==> src/rtl/spc_pkg.sv <==
package spc_pkg;

  localparam int DefMaxKernel = 15;
  localparam int DefMaxLine = 1024;
  localparam int DefMaxUnits = 64;

  localparam int CfgIndexBits = 3;
  localparam int CfgDataBits = 11;

  localparam logic [CfgIndexBits-1:0] REG_KERNEL_WIDTH = 3'd0;
  localparam logic [CfgIndexBits-1:0] REG_KERNEL_HEIGHT = 3'd1;
  localparam logic [CfgIndexBits-1:0] REG_UNITS_X = 3'd2;
  localparam logic [CfgIndexBits-1:0] REG_UNITS_Y = 3'd3;
  localparam logic [CfgIndexBits-1:0] REG_OVERLAP = 3'd4;
  localparam logic [CfgIndexBits-1:0] REG_IMAGE_WIDTH = 3'd5;
  localparam logic [CfgIndexBits-1:0] REG_IMAGE_HEIGHT = 3'd6;

  localparam logic OP_WEIGHT = 1'b0;
  localparam logic OP_PIXEL = 1'b1;

  typedef struct packed {
    logic wr_weight;
    logic take_pixel;
    logic div_start;
    logic div_y;
    logic save_x;
    logic save_y;
    logic calc_index;
    logic mac_issue;
    logic out_load;
  } cmd_t;

  typedef struct packed {
    logic patch_hit;
    logic div_done;
    logic unit_ok;
    logic mac_last;
    logic pipe_empty;
    logic out_busy;
  } status_t;

endpackage

==> src/rtl/spc_ctrl.sv <==
module spc_ctrl (
  input  logic              clk,
  input  logic              rst,
  input  logic              in_valid,
  output logic              in_ready,
  input  logic              op,
  input  spc_pkg::status_t  status,
  output spc_pkg::cmd_t     cmd
);

  import spc_pkg::*;

  typedef enum logic [7:0] {
    S_IDLE  = 8'b0000_0001,
    S_SETUP = 8'b0000_0010,
    S_DIVX  = 8'b0000_0100,
    S_DIVY  = 8'b0000_1000,
    S_CHECK = 8'b0001_0000,
    S_MAC   = 8'b0010_0000,
    S_DRAIN = 8'b0100_0000,
    S_EMIT  = 8'b1000_0000
  } state_t;

  state_t state, state_next;

  always_ff @(posedge clk) begin
    if (rst) begin
      state <= S_IDLE;
    end else begin
      state <= state_next;
    end
  end

  assign in_ready = (state == S_IDLE);

  always_comb begin
    state_next = state;
    cmd = '0;
    unique case (state)
      S_IDLE: begin
        if (in_valid) begin
          if (op == OP_WEIGHT) begin
            cmd.wr_weight = 1'b1;
          end else begin
            cmd.take_pixel = 1'b1;
            if (status.patch_hit) state_next = S_SETUP;
          end
        end
      end
      S_SETUP: begin
        cmd.div_start = 1'b1;
        state_next = S_DIVX;
      end
      S_DIVX: begin
        if (status.div_done) begin
          cmd.save_x = 1'b1;
          cmd.div_start = 1'b1;
          cmd.div_y = 1'b1;
          state_next = S_DIVY;
        end
      end
      S_DIVY: begin
        cmd.div_y = 1'b1;
        if (status.div_done) begin
          cmd.save_y = 1'b1;
          state_next = S_CHECK;
        end
      end
      S_CHECK: begin
        if (status.unit_ok) begin
          cmd.calc_index = 1'b1;
          state_next = S_MAC;
        end else begin
          state_next = S_IDLE;
        end
      end
      S_MAC: begin
        cmd.mac_issue = 1'b1;
        if (status.mac_last) state_next = S_DRAIN;
      end
      S_DRAIN: begin
        if (status.pipe_empty) state_next = S_EMIT;
      end
      S_EMIT: begin
        if (!status.out_busy) begin
          cmd.out_load = 1'b1;
          state_next = S_IDLE;
        end
      end
      default: state_next = S_IDLE;
    endcase
  end

endmodule

==> config.mk <==
export PLATFORM = sky130hd
export DESIGN_NAME = spc_ctrl
export DESIGN_NICKNAME = d
export VERILOG_FILES = /design/src/rtl/spc_pkg.sv /design/src/rtl/spc_ctrl.sv
export SDC_FILE = /design/constraint.sdc
export NUM_CORES = 1
export LEC_CHECK = 0
export BUFFER_PORTS_ARGS = -buffer_cell sky130_fd_sc_hd__buf_2
export CAP_MARGIN = 0
export CORE_AREA = 2 2 39 41
export CTS_CLUSTER_DIAMETER = 30
export DETAILED_ROUTE_END_ITERATION = 8
export DIE_AREA = 0 0 41 43
export PLACE_DENSITY = 0.76
export SKIP_CTS_REPAIR_TIMING = 1
export SYNTH_ARGS = -nofsm -noshare
export SYNTH_HDL_FRONTEND = slang
export SYNTH_SLANG_ARGS = --single-unit
export TNS_END_PERCENT = 1
==> constraint.sdc <==
create_clock -name clk -period 1.8 [get_ports clk]
set_input_delay 0.18 -clock clk [delete_from_list [all_inputs] [get_ports clk]]
set_output_delay 0.18 -clock clk [all_outputs]
set_load 0.01 [all_outputs]
== Yosys cells after proc, flatten, opt, wreduce, memory -nomap -nowiden ==
Cells that the tools add are included.
Word-level totals
  register bits after elaboration: 8
  latch bits: 0
  RAM bits: 0
  memory bits (read-only): 0
  bits of input ports: 10
  output and inout bits: 10
  word-level logic and storage cells: 43
  memories: 0
Operators by class
  add/subtract/negate cells: 0
  $mul: 0
  divide/modulo/power cells: 0
  order comparisons: 0
  equality and inequality tests: 16
  shifts and indexed selects: 0
  muxes and demuxes: 25
  bitwise logic cells: 0
  reductions and logical operators: 1
Operators with widths (number)
  two-way mux 8 bit: 8
  case mux 8 bit (8 select lines): 1
  inequality test 2 bit, second input constant: 6
  two-way mux 1 bit: 10
  == test 8 x 1 -> 1 bit, second input constant: 1
  == test 8 x 2 -> 1 bit, second input constant: 1
  == test 8 x 3 -> 1 bit, second input constant: 1
  == test 8 x 4 -> 1 bit, second input constant: 1
  == test 8 x 5 -> 1 bit, second input constant: 1
  == test 8 x 6 -> 1 bit, second input constant: 1
  == test 8 x 7 -> 1 bit, second input constant: 1
  == test 8 bit, second input constant: 1
  AND reduction 8 bit: 1
  two-way mux 6 bit: 1
  two-way mux 2 bit: 2
  inequality test 2 x 1 -> 1 bit, second input constant: 2
  case mux 1 bit (2 select lines): 2
  two-way mux 3 bit: 1

== Logic depth before layout (Yosys ltp) ==
Gate-level depths: netlist of run 1.
  depth after elaboration: 4
  mapped depth: 5

== Least setup slack after synthesis of run 1 ==
Ideal clock, no wire load.
  path type: reg2reg
  start point: reg state[5]
  end point: reg state[0]
  setup time: 0.122 ns
  data arrival time: 1.421 ns
  slack: 0.257 ns
  stages on the path, launching flop included: 6
  buffers on the path: 0
  period minus slack after synthesis: 1.543 ns
  path through: dfxtp_1 > nor4_4 > nand4b_1 > o2111ai_2 > nor2_2 > a221o_1
Between the ends
  longest elaborated chain between the ends: 3
Ends and longest elaborated chain
  start: declaration: line spc_ctrl.sv:24  | state_t state, state_next;
  start signal: assignment: line spc_ctrl.sv:30  | state <= state_next;
  == test 8 x 3 -> 1 bit, or another cell as far along: line spc_ctrl.sv:39  | unique case (state)
  inequality test 2 bit (no line) or inequality test 2 x 1 -> 1 bit (tied branches)
  AND reduction 8 bit (no line)
Parallel ways exist; a longest one is shown, timed or not.
A chain may end at the register's enable or synchronous reset.

== Worst setup path in the final report of run 1 ==
  start point: reg state[3]
  end point: reg state[0]
Same word-level chain as after synthesis.

==> flow_summary.yaml, run 1 <==
floorplan:
  rows: 14
  die_w_um: 41
  die_area_um2: 1760
  pin_count: 20
  floorplan.initialDensity: 0.420
  core_area_um2: 1380
  die_height_um: 43
setup_path:
  cp.depth: 6
  critical_path_arrival_ns: 1.89
  reg2reg_depth: 6
  worstSetupEndpointType: "flop"
  critPathMaxStageDelay_ns: 0.40
  crit_type: "reg2reg"
  crit_path_cell_trace: "nor4_4, buf_4, nand4_1, o2111ai_2, nor2_2, a221o_1"
  cpLargestDelayFamily: "simple AND/OR/NAND/NOR gates"
  path_buf_inv: 1
  worst-path-max-fanout: 7
  worstSetupStartpointType: "flop"
  slowest_stage: "dfxtp_1"
  cp_data_required_time_ns: 1.95
global_routing:
  grt_pass1_vias: 567
  grt_max_degree: 10
  grt_first_pass_wirelength_mm: 2.29
  grt_overflow_total: 0
  grtUsageTotal: 0.191
  grt_antenna_before_repair: 0
layout:
  area_growth_pct: 31.8
  largest_reg_flops: 8
  instances_no_fill: 114
  antenna-diode-count: 0
  fin_util: 0.554
  nNetsFinal: 110
  top_regs: "state: 8 flops"
  top_register: "state"
  final_layout_size_suffix_gt1_frac: 0.408
timing:
  finalClockSkew_ns: 0.000276
  slew_headroom: 0.779
  hold_ws_ns: 0.197
  setup_viol: 0
  rsz0062_at_grt: "true"
  tightestPinTransition_ns: 0.327
  fin_crit_ns: 1.75
  timing.fmax_ghz: 0.573
  final_hold_viol_count: 0
  period_share: 0.969
  setup_tns_ns: 0
  slew_viol_final: 0
logic_synthesis:
  synth_seq_area_share: 0.275
  synthArstFlopShare: 0
  yosysWarnings: 0
  ys_ff_latch: 8
  synth_top_family_by_area: "simple AND/OR/NAND/NOR gates"
  muxShareOfSynthArea: 0
  synth.avg_cell_area_um2: 7.76
  synth_edf_count: 0
  syn-num-nets: 85
  yosys.area.top_type_share: 0.275
  synth_cells: 75
  synth-simple-area-share: 0.492
  yosys-top-cells-area: "dfxtp_1 28%, nand3_1 6.0%, nor2_1 5.2%"
  synthXorXnorAreaFrac: 0.0452
  synth-compound-area-share: 0.159
  synth_common_cells: "8 x dfxtp_1, 8 x nor2_1, 7 x nand3_1"
  synthAdderAreaFrac: 0
  netlist_area_um2: 582
  yosysUniqueCellTypes: 33
  yosys.area.top_type: "dfxtp_1"
  synth_ff_type: "dfxtp_1"
power:
  p_leak_nw: 0.330
  finalPower_w: 0.000852
  power_density_nw_per_um2: 1110
  max-vdd-ir-drop_v: 0.000679
drt:
  avgRoutedWirePerCell_um: 14.1
  drt_drc_violations_left: 0
  antenna_left: 0
  vias: 661
  drt-pass1-iter-count: 4
  drt-total-wl_mm: 1.60
  vias_per_cell: 5.80
  drt_iter0_drc: 17
place:
  placed_cells: 110
  hpwl_mm: 1.19
  gp_congestion: 0.897
  io_buffers: 19
hold_path:
  hold_depth: 2
  hold_class: "in2reg"
job:
  maxCapViolations: 0
clocking:
  cts_buffer_depth: 2
  insertion_delay_ns: 0.26
  clk_pin_slew_ns: 0.05
  cts.htree.levels: 1
  cts_buffers: 3
  cts_root_buf: "clkbuf_4"
  tritoncts: "built"
  cts.sinks: 8
status:
  status: "completed"
cells in the final DEF, fill, tap and decap left out, types with 3 or more instances in the layout:
cell type | Yosys | layout
a21oi_1 | 4 | 4
buf_2 | 1 | 19
buf_4 | 0 | 3
clkbuf_4 | 0 | 3
dfxtp_1 | 8 | 4
dfxtp_2 | 0 | 4
nand2_1 | 6 | 5
nand3_1 | 7 | 7
nand4_1 | 3 | 3
nand4b_1 | 3 | 3
nor2_1 | 8 | 7
nor2b_1 | 3 | 3
o21ai_0 | 4 | 3
report_power, final:
| part | switching, W | internal [W] | total [W] |
|---|---|---|---|
| Clock | 0.0000643 | 0.0000765 | 0.000141 |
| Sequential | 0.0000525 | 0.000204 | 0.000257 |
| Combinational | 0.000236 | 0.000219 | 0.000454 |
per-stage QoR:
stage               cell area [µm²]  setup slack [ns]
floorplan                       582             0.257
global placement                703             0.121
detailed placement              703            0.0964
CTS                             726           -0.0694
global route                    767           -0.0216
finish                          767            0.0550
path summary, 6_finish.rpt:
check | from | endpoint | slack, ns
min | rst | state[7]$_SDFFE_PP0P_ | 0.20
min reg2reg | state[2]$_SDFFE_PP0P_ | state[2]$_SDFFE_PP0P_ | 0.57
max reg2reg | state[3]$_SDFFE_PP0P_ | state[0]$_SDFFE_PP1P_ | 0.05
max | state[3]$_SDFFE_PP0P_ | state[0]$_SDFFE_PP1P_ | 0.05
final cells by class:
cell class,instances,area [µm²]
fillers,136,617
multi-input cells,63,434
flip-flops and latches,8,165
repair buffers,22,118
clock buffers,3,22.5
well taps,16,20.0
inverters,2,7.51
kinds of logic after synthesis:
family | after synthesis
compound gates | 13
xor+xnor | 3
buf+inv | 4
flops | 8
simple gates | 47
layer usage:
layer  up-vias  track usage  part of all wire  routed length [µm]
li1        329            -                 -                   -
met1       310        0.235              0.42                 669
met2        19        0.309              0.53                 847
met3         3       0.0157             0.039                  63
met4         0        0.100             0.013                  21
met5         -            0                 0                   0
(Power assumes the default switching activity.)
==> run 2: changes to the inputs <==
--- a/config.mk
+++ b/config.mk
@@ -5,7 +5,7 @@
 export SDC_FILE = /design/constraint.sdc
 export NUM_CORES = 1
 export LEC_CHECK = 0
-export BUFFER_PORTS_ARGS = -buffer_cell sky130_fd_sc_hd__buf_2
+export BUFFER_PORTS_ARGS = -buffer_cell sky130_fd_sc_hd__buf_4
 export CAP_MARGIN = 0
 export CORE_AREA = 2 2 39 41
 export CTS_CLUSTER_DIAMETER = 30
==> run 2 against run 1 <==
Critical path depth is 1 lower. Die area unchanged. Flip-flop and latch count stayed put. Utilization rose by 3.0 points.
==> flow_summary.yaml, run 2 (synthesis gave the netlist of run 1 again) <==
status:
  status: "completed"
clocking:
  clk_pin_slew_ns: 0.05
  cts.sinks: 8
  cts_buffers: 3
  tritoncts: "built"
  cts_buffer_depth: 2
  insertion_delay_ns: 0.26
  cts_root_buf: "clkbuf_4"
  cts.htree.levels: 1
layout:
  fin_util: 0.584
  layout_common_cells: "22 x buf_4, 7 x nor2_1, 7 x nand3_1, 6 x dfxtp_1, 5 x nand2_1"
  n_fill_cell: 119
  antenna-diode-count: 0
  final_layout_size_suffix_gt1_frac: 0.388
  largest_reg_flops: 8
  instances_no_fill: 114
  layout_commonest_cell: "buf_4"
  seqCellArea_um2: 163
  area_growth_pct: 38.9
  nNetsFinal: 110
  multi_input_area_um2: 430
  top_regs: "state: 8 flops"
  top_register: "state"
floorplan:
  floorplan.initialDensity: 0.420
  pin_count: 20
  die_height_um: 43
  rows: 14
  die_area_um2: 1760
  core_area_um2: 1380
  die_w_um: 41
timing:
  final_hold_viol_count: 0
  timing.fmax_ghz: 0.572
  setup_viol: 0
  slew_viol_final: 0
  period_share: 0.971
  tightestPinTransition_ns: 0.334
  finalClockSkew_ns: 0.0107
  fin_crit_ns: 1.75
  slew_headroom: 0.777
place:
  placed_cells: 110
  io_buffers: 19
  hpwl_mm: 1.24
  gp_congestion: 0.902
global_routing:
  grt_first_pass_wirelength_mm: 2.48
  top_usage_layer: "met2"
  grt_overflow_total: 0
  grt_pass1_vias: 621
  use_met2: 0.334
  grtUsageMet3: 0.0262
  grt_antenna_before_repair: 0
  use_met1: 0.238
  grtUsageTotal: 0.209
  grt_max_degree: 10
hold_path:
  hold_class: "in2reg"
  min-delay-start: "rst"
drt:
  vias: 668
  drt_drc_violations_left: 0
  drt-total-wl_mm: 1.66
  drt_iter0_drc: 15
  avgRoutedWirePerCell_um: 14.5
  antenna_left: 0
  drt-pass1-iter-count: 4
  vias_per_cell: 5.86
setup_path:
  startpoint: "state[6]$_SDFFE_PP0P_"
  critical_path_arrival_ns: 1.57
  worstSetupEndpointType: "output port"
  cp_data_required_time_ns: 1.62
  worst-path-max-fanout: 4
  r2r_start: "state[3]$_SDFFE_PP0P_"
  crit_type: "reg2out"
  worstSetupStartpointType: "flop"
power:
  switchingPower_w: 0.000356
  switching_share: 0.415
  power_density_nw_per_um2: 1060
  pwr-share-seq: 0.298
  max-vdd-ir-drop_v: 0.000563
  power_report.internal_total_w: 0.000501
  p_leak_nw: 0.338
  p_comb_frac: 0.537
  clkPwrFrac: 0.165
job:
  maxCapViolations: 0
## run 2: cell types whose count changed in the layout (fill, tap and decap cells not counted)
cell / delta
and3_2: +1
and3_4: -1
buf_2: -19
buf_4: +19
dfxtp_1: +2
dfxtp_2: -2
## run 2: routing by layer
layer | vias to the layer above | part of all wire
met4 | 0 | 0.022
met5 | - | 0
met2 | 28 | 0.52
met1 | 308 | 0.41
li1 | 327 | -
met3 | 5 | 0.048
## run 2: final cells by class
cell class                 count  share of cell area
sequential                     8               0.201
timing repair buffer          22               0.204
inverter                       2             0.00929
multi-input combinational     63               0.533
clock buffer                   3              0.0279
tap                           16              0.0248
## run 2: power by group through the flow
| stage | Clock [W] | Combinational (W) | Sequential (W) |
|---|---|---|---|
| 3_5_place_dp | 0 | 0.000432 | 0.000247 |
| 5_1_grt | 0.000153 | 0.000511 | 0.000258 |
| 4_1_cts | 0.000142 | 0.000436 | 0.000243 |
| 2_1_floorplan | 0 | 0.000314 | 0.000238 |
| 3_3_place_gp | 0 | 0.000429 | 0.000243 |
| 6_report | 0.000141 | 0.000460 | 0.000255 |
## run 2: path summary, 6_finish.rpt
kind	end	slack [ns]	cells past startpoint
min reg2reg	state[2]$_SDFFE_PP0P_	0.56	2
min	state[2]$_SDFFE_PP0P_	0.15	2
max reg2reg	state[7]$_SDFFE_PP0P_	0.14	6
max	cmd[1]	0.05	5
## run 2: worst max-delay path, stage by stage (launching register included)
cell and delay, ns:
dfxtp_1 0.36, nor4_4 0.32, nand4b_1 0.23, buf_4 0.21, inv_1 0.07, buf_4 0.12
## run 2: through the flow
step | total power, W | setup TNS, ns | hold WS, ns | instance area, µm² | worst slack, ns
2_1_floorplan | 0.000552 | 0 | 0.396 | 582 | 0.257
3_3_place_gp | 0.000672 | 0 | 0.417 | 751 | 0.0992
3_5_place_dp | 0.000679 | 0 | 0.418 | 751 | 0.0763
4_1_cts | 0.000821 | -0.297 | 0.153 | 773 | -0.117
5_1_grt | 0.000923 | -0.0401 | 0.163 | 808 | -0.0214
6_report | 0.000857 | 0 | 0.151 | 808 | 0.0519
